==> src/design/mouse_report_accumulator_defines.svh <==
// assertion macros for the mouse report accumulator
// included by the top level; no other dependencies
`ifndef MOUSE_REPORT_ACCUMULATOR_DEFINES_SVH
`define MOUSE_REPORT_ACCUMULATOR_DEFINES_SVH

`ifndef ASSERT_OFF
// same-cycle implication
`define MRA_ASSERT_IMPLIES(label, clk, rst_n, ante, cons) \
  label: assert property (@(posedge clk) disable iff (!rst_n) (ante) |-> (cons)) \
    else $error("mouse report accumulator check failed");
// next-cycle implication
`define MRA_ASSERT_NEXT(label, clk, rst_n, ante, cons) \
  label: assert property (@(posedge clk) disable iff (!rst_n) (ante) |=> (cons)) \
    else $error("mouse report accumulator check failed");
`else
`define MRA_ASSERT_IMPLIES(label, clk, rst_n, ante, cons)
`define MRA_ASSERT_NEXT(label, clk, rst_n, ante, cons)
`endif

`endif

==> src/design/mra_pkg.sv <==
// shared types, constants and helpers for the mouse report accumulator
// no dependencies
package mra_pkg;

  localparam int BUTTON_W             = 4;
  localparam int BUTTON_COUNT_DEFAULT = 4;
  localparam int MOTION_W             = 16;
  localparam int WHEEL_SUM_W          = 8;
  localparam int PARTIAL_W            = 5;
  localparam int TIMEOUT_W            = 16;
  localparam int NOTCH_W              = 4;
  localparam int CFG_DATA_W           = 16;

  localparam logic [TIMEOUT_W-1:0] TIMEOUT_RESET = 16'd16000;
  localparam logic [NOTCH_W-1:0]   NOTCH_RESET   = 4'd8;
  localparam logic [NOTCH_W-1:0]   NOTCH_MIN     = 4'd2;

  // wheel detector delta codes
  localparam logic [1:0] DELTA_PLUS  = 2'b01;
  localparam logic [1:0] DELTA_MINUS = 2'b11;

  // configuration register indexes
  typedef enum logic [0:0] {
    CFG_WHEEL_TIMEOUT   = 1'b0,
    CFG_TICKS_PER_NOTCH = 1'b1
  } cfg_idx_t;

  typedef struct packed {
    logic [TIMEOUT_W-1:0] wheel_timeout_ticks;
    logic [NOTCH_W-1:0]   ticks_per_notch;
  } mra_cfg_t;

  typedef struct packed {
    logic signed [1:0]          wheel_delta;
    logic signed [MOTION_W-1:0] motion_x;
    logic signed [MOTION_W-1:0] motion_y;
    logic [BUTTON_W-1:0]        press_lines;
    logic [BUTTON_W-1:0]        release_lines;
    logic                       bank_busy;
  } mra_in_t;

  typedef struct packed {
    logic                          load_report;
    logic                          kill_bank;
    logic [BUTTON_W-1:0]           button_state;
    logic signed [MOTION_W-1:0]    report_x;
    logic signed [MOTION_W-1:0]    report_y;
    logic signed [WHEEL_SUM_W-1:0] report_wheel;
  } mra_out_t;

  // mask of the buttons that exist, at most the field width
  function automatic logic [BUTTON_W-1:0] button_mask(input int count);
    logic [BUTTON_W-1:0] m;
    for (int i = 0; i < BUTTON_W; i++) begin
      m[i] = (i < count);
    end
    return m;
  endfunction

endpackage

==> src/design/mra_in_if.sv <==
// request channel for one tick of input data
// depends on mra_pkg
interface mra_in_if;
  import mra_pkg::*;

  logic    valid;
  logic    ready;
  mra_in_t data;

  modport source (output valid, output data, input ready);
  modport sink (input valid, input data, output ready);
endinterface

==> src/design/mra_out_if.sv <==
// result channel carrying one report per tick
// depends on mra_pkg
interface mra_out_if;
  import mra_pkg::*;

  logic     valid;
  logic     ready;
  mra_out_t data;

  modport source (output valid, output data, input ready);
  modport sink (input valid, input data, output ready);
endinterface

==> src/design/mra_in_reg.sv <==
// input register stage of the mouse report accumulator
// depends on mra_pkg and mra_in_if
module mra_in_reg (
  input  logic            clk,
  input  logic            rst_n,
  mra_in_if.sink          in_req,
  input  logic            advance,
  output logic            s1_valid,
  output mra_pkg::mra_in_t s1_data
);
  import mra_pkg::*;

  logic    valid_r;
  logic    valid_nxt;
  mra_in_t data_r;
  logic    fire;

  // take a request whenever the stage is empty or moving on
  assign in_req.ready = !valid_r || advance;
  assign fire         = in_req.valid && in_req.ready;

  always_comb begin
    valid_nxt = valid_r;
    if (fire) begin
      valid_nxt = 1'b1;
    end else if (advance) begin
      valid_nxt = 1'b0;
    end
  end

  always_ff @(posedge clk) begin
    if (!rst_n) begin
      valid_r <= 1'b0;
    end else begin
      valid_r <= valid_nxt;
    end
  end

  // payload
  always_ff @(posedge clk) begin
    if (fire) begin
      data_r <= in_req.data;
    end
  end

  assign s1_valid = valid_r;
  assign s1_data  = data_r;
endmodule

==> src/design/mra_wheel.sv <==
// wheel tick accumulator with idle timeout and notch detection
// depends on mra_pkg
module mra_wheel (
  input  logic              clk,
  input  logic              rst_n,
  input  logic              fire,
  input  logic [1:0]        delta_code,
  input  mra_pkg::mra_cfg_t cfg,
  output logic signed [1:0] notch
);
  import mra_pkg::*;

  logic signed [PARTIAL_W-1:0] partial_r, partial_nxt;
  logic [TIMEOUT_W-1:0]        idle_r, idle_nxt;

  logic [TIMEOUT_W-1:0]        idle_inc;
  logic                        expired;
  logic signed [PARTIAL_W-1:0] p_base;
  logic signed [PARTIAL_W-1:0] p_sum;
  logic signed [PARTIAL_W-1:0] delta;
  logic [NOTCH_W-1:0]          tpn;
  logic signed [PARTIAL_W-1:0] tpn_s;
  logic signed [PARTIAL_W-1:0] half_s;
  logic                        gt;
  logic                        lt;
  logic                        moved;

  // decode the detector delta, unused pattern counts as no change
  always_comb begin
    unique case (delta_code)
      DELTA_PLUS:  delta = PARTIAL_W'(1);
      DELTA_MINUS: delta = -PARTIAL_W'(1);
      default:     delta = '0;
    endcase
  end

  // idle timeout
  assign idle_inc = (idle_r != '0) ? idle_r + TIMEOUT_W'(1) : idle_r;
  assign expired  = idle_inc >= cfg.wheel_timeout_ticks;
  assign p_base   = expired ? '0 : partial_r;
  assign moved    = delta != '0;

  // notch threshold at half the notch size
  assign tpn    = (cfg.ticks_per_notch < NOTCH_MIN) ? NOTCH_MIN : cfg.ticks_per_notch;
  assign tpn_s  = $signed({1'b0, tpn});
  assign half_s = $signed({2'b00, tpn[NOTCH_W-1:1]});
  assign p_sum  = p_base + delta;
  assign gt     = moved && (p_sum > half_s);
  assign lt     = moved && (p_sum < -half_s);

  always_comb begin
    notch       = 2'sd0;
    partial_nxt = p_sum;
    idle_nxt    = expired ? '0 : idle_inc;
    if (gt) begin
      notch       = 2'sd1;
      partial_nxt = p_sum - tpn_s;
    end else if (lt) begin
      notch       = -2'sd1;
      partial_nxt = p_sum + tpn_s;
    end
    if (moved) begin
      idle_nxt = TIMEOUT_W'(1);
    end
  end

  always_ff @(posedge clk) begin
    if (!rst_n) begin
      partial_r <= '0;
      idle_r    <= '0;
    end else if (fire) begin
      partial_r <= partial_nxt;
      idle_r    <= idle_nxt;
    end
  end
endmodule

==> src/design/mra_report.sv <==
// button latches, motion and notch sums, and the result register
// depends on mra_pkg and mra_out_if
module mra_report #(
  parameter int BUTTON_COUNT = mra_pkg::BUTTON_COUNT_DEFAULT
) (
  input  logic              clk,
  input  logic              rst_n,
  input  logic              s1_valid,
  input  mra_pkg::mra_in_t  s1_data,
  input  logic signed [1:0] notch,
  output logic              advance,
  mra_out_if.source         out_rsp
);
  import mra_pkg::*;

  localparam logic [BUTTON_W-1:0] BTN_MASK = button_mask(BUTTON_COUNT);

  logic [BUTTON_W-1:0]           latched_r, latched_nxt;
  logic [BUTTON_W-1:0]           prev_r;
  logic [MOTION_W-1:0]           sum_x_r, sum_x_nxt;
  logic [MOTION_W-1:0]           sum_y_r, sum_y_nxt;
  logic [WHEEL_SUM_W-1:0]        sum_wheel_r, sum_wheel_nxt;
  logic                          out_valid_r;
  mra_out_t                      out_data_r;
  mra_out_t                      result;
  logic                          fire;
  logic                          btn_chg;
  logic                          changed;
  logic                          busy;
  logic [WHEEL_SUM_W-1:0]        notch_ext;

  // result register drains or is empty
  assign advance = !out_valid_r || out_rsp.ready;
  assign fire    = s1_valid && advance;
  assign busy    = s1_data.bank_busy;

  // set/reset latches, release wins
  assign latched_nxt = (latched_r | (s1_data.press_lines & BTN_MASK))
                       & ~(s1_data.release_lines & BTN_MASK) & BTN_MASK;
  assign btn_chg     = latched_nxt != prev_r;
  assign changed     = btn_chg || (s1_data.motion_x != '0) || (s1_data.motion_y != '0)
                       || (notch != 2'sd0);
  assign notch_ext   = {{(WHEEL_SUM_W-2){notch[1]}}, notch};

  // sums restart when the bank is free, keep building while busy
  always_comb begin
    sum_x_nxt     = sum_x_r;
    sum_y_nxt     = sum_y_r;
    sum_wheel_nxt = sum_wheel_r;
    if (changed) begin
      sum_x_nxt     = (busy ? sum_x_r : '0) + s1_data.motion_x;
      sum_y_nxt     = (busy ? sum_y_r : '0) + s1_data.motion_y;
      sum_wheel_nxt = (busy ? sum_wheel_r : '0) + notch_ext;
    end
  end

  always_comb begin
    result.load_report  = changed && (btn_chg || (sum_x_nxt != '0) || (sum_y_nxt != '0)
                                      || (sum_wheel_nxt != '0));
    result.kill_bank    = changed && busy;
    result.button_state = latched_nxt;
    result.report_x     = $signed(sum_x_nxt);
    result.report_y     = $signed(sum_y_nxt);
    result.report_wheel = $signed(sum_wheel_nxt);
  end

  // state and result valid
  always_ff @(posedge clk) begin
    if (!rst_n) begin
      latched_r   <= '0;
      prev_r      <= '0;
      sum_x_r     <= '0;
      sum_y_r     <= '0;
      sum_wheel_r <= '0;
      out_valid_r <= 1'b0;
    end else begin
      if (fire) begin
        latched_r   <= latched_nxt;
        prev_r      <= latched_nxt;
        sum_x_r     <= sum_x_nxt;
        sum_y_r     <= sum_y_nxt;
        sum_wheel_r <= sum_wheel_nxt;
      end
      if (advance) begin
        out_valid_r <= s1_valid;
      end
    end
  end

  // result payload
  always_ff @(posedge clk) begin
    if (fire) begin
      out_data_r <= result;
    end
  end

  assign out_rsp.valid = out_valid_r;
  assign out_rsp.data  = out_data_r;
endmodule

==> src/design/mouse_report_accumulator.sv <==
// Mouse report accumulator, top level.
// One request on in_req carries one 125 us tick: wheel detector delta, sensor
// motion in x and y, button press and release lines and the host bank busy
// flag. Each request yields exactly one report on out_rsp: load and kill-bank
// flags, latched buttons and the wrapping x, y and wheel notch sums.
// The cfg_ port writes wheel_timeout_ticks (index 0) and ticks_per_notch
// (index 1) with cfg_we; write only while no request is in flight.
// Each request passes through the input register, then the result register,
// before its report is valid on out_rsp. Throughput: one request per cycle
// while out_rsp does not stall; the wheel, button and sum state updates as a
// request leaves the input register, so that loop sets the rate.
// When out_rsp stalls, the report holds and one more request still enters
// the input register; in_req.ready drops only when both stages are full.
// Synchronous active-low reset clears all state and sums, loads the register
// reset values (timeout 16000 ticks, 8 ticks per notch) and empties both
// stages; no clearing pass is needed.
// Depends on mra_pkg, mra_in_if, mra_out_if and the submodules.
`include "mouse_report_accumulator_defines.svh"

module mouse_report_accumulator #(
  parameter int BUTTON_COUNT = mra_pkg::BUTTON_COUNT_DEFAULT
) (
  input  logic                            clk,
  input  logic                            rst_n,
  mra_in_if.sink                          in_req,
  mra_out_if.source                       out_rsp,
  input  logic                            cfg_we,
  input  mra_pkg::cfg_idx_t               cfg_index,
  input  logic [mra_pkg::CFG_DATA_W-1:0]  cfg_wdata
);
  import mra_pkg::*;

  localparam logic [BUTTON_W-1:0] BTN_MASK = button_mask(BUTTON_COUNT);

  mra_cfg_t          cfg_r;
  logic              s1_valid;
  mra_in_t           s1_data;
  logic              advance;
  logic signed [1:0] notch;

  // configuration registers
  always_ff @(posedge clk) begin
    if (!rst_n) begin
      cfg_r.wheel_timeout_ticks <= TIMEOUT_RESET;
      cfg_r.ticks_per_notch     <= NOTCH_RESET;
    end else if (cfg_we) begin
      unique case (cfg_index)
        CFG_WHEEL_TIMEOUT:   cfg_r.wheel_timeout_ticks <= cfg_wdata[TIMEOUT_W-1:0];
        CFG_TICKS_PER_NOTCH: cfg_r.ticks_per_notch     <= cfg_wdata[NOTCH_W-1:0];
        default: ;
      endcase
    end
  end

  // input register
  mra_in_reg u_in_reg (
    .clk      (clk),
    .rst_n    (rst_n),
    .in_req   (in_req),
    .advance  (advance),
    .s1_valid (s1_valid),
    .s1_data  (s1_data)
  );

  // wheel accumulator
  mra_wheel u_wheel (
    .clk        (clk),
    .rst_n      (rst_n),
    .fire       (s1_valid && advance),
    .delta_code (s1_data.wheel_delta),
    .cfg        (cfg_r),
    .notch      (notch)
  );

  // buttons, sums and result register
  mra_report #(
    .BUTTON_COUNT (BUTTON_COUNT)
  ) u_report (
    .clk      (clk),
    .rst_n    (rst_n),
    .s1_valid (s1_valid),
    .s1_data  (s1_data),
    .notch    (notch),
    .advance  (advance),
    .out_rsp  (out_rsp)
  );

  // a request leaving the input register always lands in the result register
  `MRA_ASSERT_NEXT(a_stage_moves, clk, rst_n, s1_valid && advance, out_rsp.valid)
  // kill-bank only for a tick that saw the bank busy
  `MRA_ASSERT_NEXT(a_kill_needs_busy, clk, rst_n, s1_valid && advance && !s1_data.bank_busy, !out_rsp.data.kill_bank)
  // buttons beyond the configured count never latch
  `MRA_ASSERT_IMPLIES(a_button_mask, clk, rst_n, out_rsp.valid, (out_rsp.data.button_state & ~BTN_MASK) == '0)

endmodule
==> src/flat_wrapper.sv <==
// flat-port wrapper written by rule: the top's interface ports become plain ports
module mouse_report_accumulator_flat import mra_pkg::*;
#(
  parameter int BUTTON_COUNT = mra_pkg::BUTTON_COUNT_DEFAULT
)
  (clk, rst_n, cfg_we, cfg_index, cfg_wdata, in_req_valid, in_req_data, in_req_ready, out_rsp_valid, out_rsp_data, out_rsp_ready);
  mra_in_if in_req_i ();
  mra_out_if out_rsp_i ();
  input  logic clk;
  input  logic rst_n;
  input  logic cfg_we;
  input  mra_pkg::cfg_idx_t cfg_index;
  input  logic [mra_pkg::CFG_DATA_W-1:0] cfg_wdata;
  input wire logic [$bits(in_req_i.valid)-1:0] in_req_valid;
  input wire logic [$bits(in_req_i.data)-1:0] in_req_data;
  output wire logic [$bits(in_req_i.ready)-1:0] in_req_ready;
  output wire logic [$bits(out_rsp_i.valid)-1:0] out_rsp_valid;
  output wire logic [$bits(out_rsp_i.data)-1:0] out_rsp_data;
  input wire logic [$bits(out_rsp_i.ready)-1:0] out_rsp_ready;
  assign in_req_i.valid = in_req_valid;
  assign in_req_i.data = in_req_data;
  assign in_req_ready = in_req_i.ready;
  assign out_rsp_valid = out_rsp_i.valid;
  assign out_rsp_data = out_rsp_i.data;
  assign out_rsp_i.ready = out_rsp_ready;
  mouse_report_accumulator #(.BUTTON_COUNT(BUTTON_COUNT)) u_core (.clk(clk), .rst_n(rst_n), .in_req(in_req_i), .out_rsp(out_rsp_i), .cfg_we(cfg_we), .cfg_index(cfg_index), .cfg_wdata(cfg_wdata));
endmodule
==> config.mk <==
export PLATFORM = sky130hd
export DESIGN_NAME = mouse_report_accumulator_flat
export DESIGN_NICKNAME = d
export VERILOG_FILES = /design/src/design/mra_pkg.sv /design/src/design/mra_in_if.sv /design/src/design/mra_out_if.sv /design/src/design/mra_in_reg.sv /design/src/design/mra_wheel.sv /design/src/design/mra_report.sv /design/src/design/mouse_report_accumulator.sv /design/src/flat_wrapper.sv
export VERILOG_INCLUDE_DIRS = /design/src /design/src/design
export SDC_FILE = /design/constraint.sdc
export NUM_CORES = 1
export LEC_CHECK = 0
export ABC_AREA = 1
export BUFFER_PORTS_ARGS = -buffer_cell sky130_fd_sc_hd__buf_2
export CAP_MARGIN = 20
export CORE_MARGIN = 1.5
export CORE_UTILIZATION = 50
export CTS_CLUSTER_DIAMETER = 100
export DETAILED_ROUTE_END_ITERATION = 8
export GPL_TIMING_DRIVEN = 0
export PLACE_DENSITY = 0.74
export SLEW_MARGIN = 40
export SYNTH_ARGS = -nofsm -noshare
export SYNTH_HDL_FRONTEND = slang
export SYNTH_SLANG_ARGS = --single-unit
export TNS_END_PERCENT = 1
==> constraint.sdc <==
create_clock -name clk -period 7.85 [get_ports clk]
set_input_delay 1.1775 -clock clk [delete_from_list [all_inputs] [get_ports clk]]
set_output_delay 1.1775 -clock clk [all_outputs]
set_load 0.005 [all_outputs]
=== After elaboration in Yosys (flattened, before gate mapping) ===
Index checks and enable logic that the tools add are counted.

* Add/subtract/negate cells: 8
* $lt $le $gt $ge: 4
* Equal/unequal tests: 3
* Multiplexer cells: 18
* Bitwise logic cells: 4
* Reduce and logical (&&, ||, !) cells: 27

{| class="wikitable"
|+ Operators with widths
! operator !! count
|-
| 16-bit 2-to-1 mux || 7
|-
| 16-bit nonzero test || 5
|-
| 16-bit adder || 2
|-
| 16-bit by 1-bit adder with 16-bit output, second input constant || 1
|-
| 16-bit >= comparator || 1
|-
| 8-bit 2-to-1 mux || 2
|-
| 5-bit 2-to-1 mux || 3
|-
| 5-bit adder || 2
|-
| 5-bit case mux with 2 select lines || 1
|-
| 8-bit adder || 1
|-
| 1-bit logical OR || 8
|-
| 8-bit nonzero test || 1
|-
| 1-bit logical AND || 6
|-
| 5-bit by 4-bit > comparator with 1-bit output || 1
|-
| 5-bit < comparator || 1
|-
| 3-bit negation with 5-bit output || 1
|-
| 5-bit nonzero test || 1
|-
| 5-bit subtractor || 1
|-
| 4-bit bitwise AND || 1
|-
| 4-bit by 2-bit < comparator with 1-bit output, second input constant || 1
|-
| 2-bit 2-to-1 mux || 2
|-
| 4-bit 2-to-1 mux || 1
|-
| 4-bit != test || 1
|-
| 4-bit NOT || 1
|-
| other kinds (8) || 12
|}

* Bits in registers: 176
* Bits of input ports: 65
* Output and inout port bits: 48
* Logic and storage cells: 86

=== Logic depth before layout (Yosys ltp) ===
Gate-level depths: netlist of the first run.

* Depth after elaboration: 17
* Depth in mapped cells: 50
* Gate-level depth less buffers: 50

=== Hierarchy ===
A second synthesis of the first run with hierarchy kept.

* Cells, all modules: 1,490
* Area total of the unflattened synthesis: 11,004.3 sq um

{| class="wikitable"
|+ Modules (own cells, without submodules)
! module !! instances !! cells an instance !! area each (sq um) !! sequential area each (sq um)
|-
| mra_report || 1 || 960 || 6,379.9 || 2,282.2
|-
| mra_wheel || 1 || 367 || 2,433.6 || 420.4
|-
| mra_in_reg || 1 || 50 || 1,342.5 || 1,311.3
|-
| mouse_report_accumulator || 1 || 113 || 848.3 || 400.4
|}

=== Least setup slack after synthesis of the first run ===
OpenSTA, ideal clock, no wires.

* Kind: register to register
* From: register u_core.u_wheel.idle_r[0]
* To: register u_core.u_report.out_data_r (netlist bit u_core.u_report.out_rsp.data[45]) (data pin)
* Library setup time: 249 ps
* Arrival: 5,685 ps
* Required time: 7,601 ps
* Path slack: 1,915 ps
* Cell stages (with the launch flop): 42
* Path buffers: 0
* Period minus slack after synthesis: 5,935 ps
* Cell sequence: dfxtp_1 > ha_1 > nand3_1 > nor2_1 > inv_1 > nor3b_1 > nand3_1 > nor3_1 > nand3_1 > xor2_1 > ha_1 > nand2_1 > o21ai_1 > nor2_1 > nand2_1 > nor2_1 > ha_1 > inv_1 > [... 6 more ...] > nand2_1 > ha_1 > nor2_1 > nor2_8 > inv_1 > nand2_4 > ha_1 > ha_1 > inv_1 > nand2_1 > xor2_1 > nand2_1 > o21ai_0 > nand3_1 > nor2_1 > nand4_1 > nand2_1 > inv_1

{| class="wikitable"
|+ RTL lines
! what !! line !! text
|-
| start: declaration || mra_wheel.sv:14 || <nowiki>logic [TIMEOUT_W-1:0] idle_r, idle_nxt;</nowiki>
|-
| start signal: assignment || mra_wheel.sv:73 || <nowiki>idle_r <= idle_nxt;</nowiki>
|-
| end signal: assignment || mra_report.sv:93 || <nowiki>out_data_r <= result;</nowiki>
|-
| end: declaration || mra_report.sv:24 || <nowiki>mra_out_t out_data_r;</nowiki>
|}

==> flow_metrics.env, run 1 <==
export IMPL_grt_pass1_wl_um=40560
export IMPL_cts_max_level=4
export IMPL_synth_flop_cell="edfxtp_1"
export IMPL_fin_worst_skew_ns=0.007836
export IMPL_synth_common_cells="nand2_1 (269), inv_1 (232), nor2_1 (118), a21oi_1 (103), edfxtp_1 (89)"
export IMPL_io_buffers=112
export IMPL_period_minus_slack_ns=7.129
export IMPL_synth_most_common_cell="nand2_1"
export IMPL_drv_cap=0
export IMPL_n_fill_cell=1781
export IMPL_worst_slew_pin_slew_ns=0.7907
export IMPL_drc=0
export IMPL_synth_top_area_share_pct=25.68
export IMPL_cts_root_buf="clkbuf_16"
export IMPL_grt_antenna_before_repair=1
export IMPL_yosysUniqueCellTypes=51
export IMPL_p_per_area_nw_per_um2=194.2
export IMPL_vias=8886
export IMPL_die_y_um=147.3
export IMPL_clk_pin_slew_ns=0.07
export IMPL_antenna_cells=0
export IMPL_syn_area_per_cell_um2=7.868
export IMPL_syn_to_final_growth_pct=14.40
export IMPL_clk_latency_ns=0.43
export IMPL_hold_path_class="flop to flop"
export IMPL_finalHoldViolCount=0
export IMPL_min_period_over_period_pct=90.81
export IMPL_grt_pass1_vias=8372
export IMPL_netlist_area_um2=10410
export IMPL_vdd_drop_max_mv=0.1600
export IMPL_grtUsageTotal_pct=23.71
export IMPL_critPathKind="flop to flop"
export IMPL_io_pins=113
export IMPL_worstSetupStartpointType="flop"
export IMPL_cp_max_fo=10
export IMPL_worstPathArrival_ns=7.32
export IMPL_drtPass1Iterations=7
export IMPL_cp_common_cell="nand2_1"
export IMPL_drive_above_1_share_pct=13.14
export IMPL_die_width_um=147.3
export IMPL_core_area_um2=20300
export IMPL_rsz0062_at_grt="false"
export IMPL_clock_path_buffers=2
export IMPL_worst_slack_ns=0.7212
export IMPL_numCtsBuffers=17
export IMPL_synth_edf_count=89
export IMPL_dpl_hpwl_um=18940
export IMPL_gp_congestion=0.9032
export IMPL_relSlewSlack_pct=46.88
export IMPL_dr_first_iter_drc_count=710
export IMPL_grt_overflow=0
export IMPL_post_place_ws_ns=0.6169
export IMPL_wirelength_um=25030
export IMPL_power_leakage_nw=5.997
export IMPL_synth_area_leader_cell="edfxtp_1"
export IMPL_slew_violations=0
export IMPL_crit_family="simple AND/OR/NAND/NOR gates"
export IMPL_ant_nets=0
export IMPL_ys_seq_area_share_pct=42.41
export IMPL_vias_per_cell=5.110
export IMPL_crit_buf_inv=6
export IMPL_dpl_cell_area_um2=11350
export IMPL_ys_top_cells_by_area="edfxtp_1 (26%), dfxtp_1 (17%), nand2_1 (9.7%)"
export IMPL_ys_ff_latch=176
export IMPL_die_area_um2=21690
export IMPL_cp_end_kind="flop"
export IMPL_cpPeakStageDelay_ns=0.42
export IMPL_finalSetupViolations=0
export IMPL_ys_async_sr_fraction_pct=0
export IMPL_fin_area_um2=11910
export IMPL_clock_sinks=176
export IMPL_avgRoutedWirePerCell_um=14.39
export IMPL_start_util_pct=51.28
export IMPL_grt_start_max_net_pins=40
export IMPL_fmax_mhz=140.3
export IMPL_status="complete, no violations"
export IMPL_crit_slowest_cell="dfxtp_1"
export IMPL_yosys_warnings=0
export IMPL_syn_num_nets=1467
export IMPL_setup_tns_ns=0
export IMPL_cts_tree="built"
export IMPL_rows=52
export IMPL_final_nets=1600
export IMPL_crit_required_ns=8.04
export IMPL_synthCells=1323
export IMPL_power_mw=2.313
==> stage by stage <==
stage | hold slack (ns) | utilization, % | std cells
3_3_place_gp | 0.4554 | 55.70 | 1705
2_1_floorplan | 0.4353 | - | 1323
5_1_grt | 0.4957 | 58.66 | 1739
4_1_cts | 0.4716 | 58.56 | 1739
3_5_place_dp | 0.4618 | 55.93 | 1707
6_report | 0.4697 | 58.66 | 1739
==> worst min-delay path: stages, from the launching register on <==
cell and delay (ns):
dfxtp_1 0.31, nand2_1 0.06, a21oi_1 0.05
==> sequential cells by signal (all words and copies together) (netlist names) <==
signal / flops
u_core.u_in_reg.s1_data: 43
u_core.cfg_r: 20
u_core.u_wheel.partial_r: 5
u_core.u_report.out_rsp.valid: 1
u_core.u_report.out_rsp.data: 46
u_core.u_wheel.idle_r: 16
u_core.u_report.sum_y_r: 16
u_core.u_report.prev_r: 4
u_core.u_in_reg.s1_valid: 1
u_core.u_report.sum_x_r: 16
u_core.u_report.sum_wheel_r: 8
==> area by class of cell <==
class | instances | area (um^2) | area share (%)
inverter | 239 | 902.1 | 7.576
clock buffer | 18 | 429.2 | 3.604
sequential | 176 | 4414 | 37.07
buffer | 40 | 224.0 | 1.881
tap | 270 | 337.8 | 2.837
clock inverter | 14 | 105.1 | 0.8826
multi-input combinational | 868 | 4895 | 41.11
timing repair buffer | 114 | 600.6 | 5.044
==> final timing paths <==
| check | start | to | slack [ns] | depth (start not counted) |
|---|---|---|---|---|
| min reg2reg | u_core.u_wheel.partial_r[0]$_SDFFE_PN0P_ | u_core.u_wheel.partial_r[0]$_SDFFE_PN0P_ | 0.47 | 2 |
| min | u_core.u_wheel.partial_r[0]$_SDFFE_PN0P_ | u_core.u_wheel.partial_r[0]$_SDFFE_PN0P_ | 0.47 | 2 |
| max reg2reg | u_core.u_wheel.idle_r[2]$_SDFFE_PN0P_ | u_core.u_report.out_rsp.data[45]$_DFFE_PP_ | 0.72 | 45 |
| max | u_core.u_wheel.idle_r[2]$_SDFFE_PN0P_ | u_core.u_report.out_rsp.data[45]$_DFFE_PP_ | 0.72 | 45 |
==> layer usage <==
layer / GRT usage (%) / part of all wire (%) / vias up
met4: 8.950 / 2.5 / 0
met3: 3.913 / 5.9 / 50
met1: 31.63 / 46 / 4029
li1: - / - / 4546
met5: 0 / 0 / -
met2: 38.73 / 45 / 261
==> timing repair <==
item | 4_1_cts | 5_1_grt
buffers inserted | 0 | 0
resized for setup | 0 | 4
endpoints found under the setup margin | 0 | 1
hold buffers | 0 | 0
hold endpoints to repair | 0 | 0
==> cell usage in the layout, fill, tap and decap left out, types with 3 or more instances in the layout <==
cell	Yosys	layout
nand2_1	269	269
fa_1	5	5
a31oi_1	4	4
nand3_1	55	55
nor4_1	11	11
ha_1	74	74
nand2_2	13	13
o211ai_1	10	10
nor3_1	4	3
clkbuf_1	31	31
xnor2_1	13	12
clkbuf_16	0	17
o21a_1	4	4
a21oi_1	103	103
o21ai_0	88	88
nand4_1	9	9
inv_1	232	231
o21ai_1	17	17
buf_2	0	112
clkinv_1	1	3
inv_2	5	5
edfxtp_1	89	89
buf_6	6	6
inv_6	0	5
a21oi_2	3	3
nand3b_1	3	3
dfxtp_1	87	87
xor2_1	34	34
nor2_1	118	117
o21bai_1	3	3
nand2_4	3	3
==> power breakdown <==
group	switching (mW)	internal [mW]
sequential	0.0305	1.04
clock	0.379	0.409
combinational	0.292	0.166
==> cells by family after synthesis <==
family	synth area share (%)
xor gates and xnor gates	3.955
other	0.03603
and+or+nand+nor	20.23
buffers and inverters	10.76
DFF	42.41
adders and majority gates	9.857
muxes	0.1082
AOI/OAI and AO/OA	12.65
No activity file was read; power rests on OpenSTA's default activity.
==> run 2: changes to the inputs <==
- BUFFER_PORTS_ARGS: -buffer_cell sky130_fd_sc_hd__buf_2 -> -buffer_cell sky130_fd_sc_hd__clkbuf_2
- REMOVE_ABC_BUFFERS: unset -> 1
==> run 2 against run 1 <==
  * Clock skew rose by 0.0035 ns
  * Register-to-register slack better by 0.02 ns
  * Critical path depth shrank 4
  * Utilization down 0.086 points
  * Worst hold slack got worse by 0.0062 ns
  * Clock power rose by 13%
  * Non-clock buffer count down 35
  * Critical path type unchanged
  * Critical endpoint unchanged
  * Largest cell class unchanged
==> flow_metrics.env, run 2 (same netlist as run 1, synthesis figures left out) <==
export IMPL_cp_max_fo=35
export IMPL_avgRoutedWirePerCell_um=13.65
export IMPL_die_y_um=147.3
export IMPL_dr_first_iter_drc_count=647
export IMPL_swShare_pct=29.87
export IMPL_cts_max_level=4
export IMPL_p_sw_mw=0.7186
export IMPL_start_util_pct=51.28
export IMPL_setup_tns_ns=0
export IMPL_worst_slew_pin_slew_ns=0.6597
export IMPL_grt_overflow=0
export IMPL_rows=52
export IMPL_cp_common_cell="nand2_1"
export IMPL_clock_sinks=176
export IMPL_top_layer_used="met4"
export IMPL_final_nets=1566
export IMPL_finalSetupViolations=0
export IMPL_crit_slowest_cell="fa_1"
export IMPL_relSlewSlack_pct=56.02
export IMPL_critPathKind="flop to flop"
export IMPL_p_int_mw=1.687
export IMPL_seqPwrFrac_pct=44.3
export IMPL_grt_antenna_before_repair=0
export IMPL_io_buffers=112
export IMPL_grt_pass1_vias=8037
export IMPL_min_period_over_period_pct=90.61
export IMPL_antenna_cells=0
export IMPL_largest_register_ffs=46
export IMPL_grtUsageTotal_pct=21.51
export IMPL_cts_setup_buffers=0
export IMPL_combPwrFrac_pct=18.7
export IMPL_cts_root_buf="clkbuf_16"
export IMPL_clkPwrFrac_pct=36.9
export IMPL_clk_latency_ns=0.44
export IMPL_crit_buf_inv=6
export IMPL_die_width_um=147.3
export IMPL_rsz0062_at_grt="false"
export IMPL_io_pins=113
export IMPL_layout_commonest_cell="nand2_1"
export IMPL_drive_above_1_share_pct=13.66
export IMPL_vias=8690
export IMPL_worstPathArrival_ns=7.31
export IMPL_vias_per_cell=5.097
export IMPL_cpPeakStageDelay_ns=0.42
export IMPL_wl_met1_um=10620
export IMPL_clock_path_buffers=2
export IMPL_drc=0
export IMPL_fin_worst_skew_ns=0.01136
export IMPL_crit_family="simple AND/OR/NAND/NOR gates"
export IMPL_wirelength_um=23280
export IMPL_numCtsBuffers=17
export IMPL_die_area_um2=21690
export IMPL_status="complete, no violations"
export IMPL_met2WireLength_um=11220
export IMPL_worstSetupStartpointType="flop"
export IMPL_period_minus_slack_ns=7.113
export IMPL_finalHoldViolCount=0
export IMPL_dpl_hpwl_um=16370
export IMPL_slew_violations=0
export IMPL_grt_start_max_net_pins=70
export IMPL_clk_pin_slew_ns=0.07
export IMPL_p_per_area_nw_per_um2=202.3
export IMPL_cp_end_kind="flop"
export IMPL_syn_to_final_growth_pct=14.23
export IMPL_power_leakage_nw=6.016
export IMPL_cts_tree="built"
export IMPL_drv_cap=0
export IMPL_hold_path_class="flop to flop"
export IMPL_fmax_mhz=140.6
export IMPL_core_area_um2=20300
export IMPL_grt_pass1_wl_um=37540
export IMPL_gp_congestion=0.9254
export IMPL_mostFrequentLayoutCells="nand2_1 (268), inv_1 (230), nor2_1 (117)"
export IMPL_drtPass1Iterations=6
export IMPL_crit_required_ns=8.05
export IMPL_vdd_drop_max_mv=0.1469
export IMPL_wl_met3_um=992
export IMPL_utilization_pct=58.57
export IMPL_ant_nets=0
==> run 2: changes by cell type in the layout (fill, tap and decap cells not counted), moves of 2 or more <==
cell / previous run / this run
clkbuf_1: 31 / 0
inv_4: 2 / 4
clkinv_1: 3 / 0
clkbuf_2: 0 / 112
buf_6: 6 / 2
bufinv_16: 0 / 2
buf_2: 112 / 0
clkinvlp_4: 2 / 0
inv_8: 1 / 3
buf_12: 2 / 4
nand2_8: 0 / 2
clkinv_8: 0 / 2
==> run 2: power groups by stage <==
| stage | Combinational (mW) | Clock (mW) | Sequential, mW |
|---|---|---|---|
| finish | 0.450 | 0.889 | 1.07 |
| global route | 0.513 | 0.936 | 1.07 |
| CTS | 0.445 | 0.901 | 1.07 |
| detailed placement | 0.439 | 0 | 1.09 |
| global placement | 0.420 | 0 | 1.09 |
| floorplan | 0.312 | 0 | 1.08 |
==> run 2: cell type report <==
class | count | area, um^2
Sequential cell | 176 | 4414
Fill cell | 1758 | 8409
Clock inverter | 15 | 192.7
Inverter | 239 | 912.1
Clock buffer | 17 | 425.4
Timing Repair Buffer | 119 | 670.6
Multi-Input combinational cell | 869 | 4937
Tap cell | 270 | 337.8
==> run 2: final timing paths <==
kind / slack (ns) / end / cells after the start / from
worst max-delay path: 0.74 / u_core.u_report.out_rsp.data[45]$_DFFE_PP_ / 41 / u_core.u_wheel.idle_r[0]$_SDFFE_PN0P_
worst min-delay path: 0.46 / u_core.u_wheel.partial_r[0]$_SDFFE_PN0P_ / 2 / u_core.u_wheel.partial_r[0]$_SDFFE_PN0P_
worst max register to register: 0.74 / u_core.u_report.out_rsp.data[45]$_DFFE_PP_ / 41 / u_core.u_wheel.idle_r[0]$_SDFFE_PN0P_
worst min register to register: 0.46 / u_core.u_wheel.partial_r[0]$_SDFFE_PN0P_ / 2 / u_core.u_wheel.partial_r[0]$_SDFFE_PN0P_
==> run 2: worst reg2reg max path, delay by kind of cell, from the launching register on <==
| kind | cells | cell delay (ns) |
|---|---|---|
| AND/OR/NAND/NOR | 27 | 3.96 |
| adder cells (fa/ha/maj) | 5 | 1.37 |
| buffers and inverters | 6 | 0.69 |
| flip-flops | 1 | 0.40 |
| AO/OA/AOI/OAI | 2 | 0.26 |
| XOR/XNOR | 1 | 0.21 |
==> run 2: layer usage <==
layer	up-vias	GRT usage (%)
met5	-	0
li1	4484	-
met2	213	35.80
met1	3963	28.20
met4	0	7.650
met3	30	3.727
==> run 2: metrics by stage <==
step / instance area [um^2] / std cells / total power, mW / hold slack (ns) / setup slack [ns]
finish: 11890 / 1705 / 2.406 / 0.4635 / 0.7372
global route: 11890 / 1705 / 2.521 / 0.4931 / 0.01731
CTS: 11840 / 1704 / 2.412 / 0.4661 / 0.2126
detailed placement: 11220 / 1672 / 1.527 / 0.4556 / 0.2561
global placement: 11090 / 1665 / 1.510 / 0.4529 / 0.1146
floorplan: 10190 / 1283 / 1.394 / 0.4347 / 1.797
==> run 2: what timing repair did <==
| action | 4_1_cts | 5_1_grt |
|---|---|---|
| hold buffers | 0 | 0 |
| gates resized for setup | 0 | 7 |
| endpoints found under the setup margin | 0 | 1 |
| hold endpoints to repair | 0 | 0 |
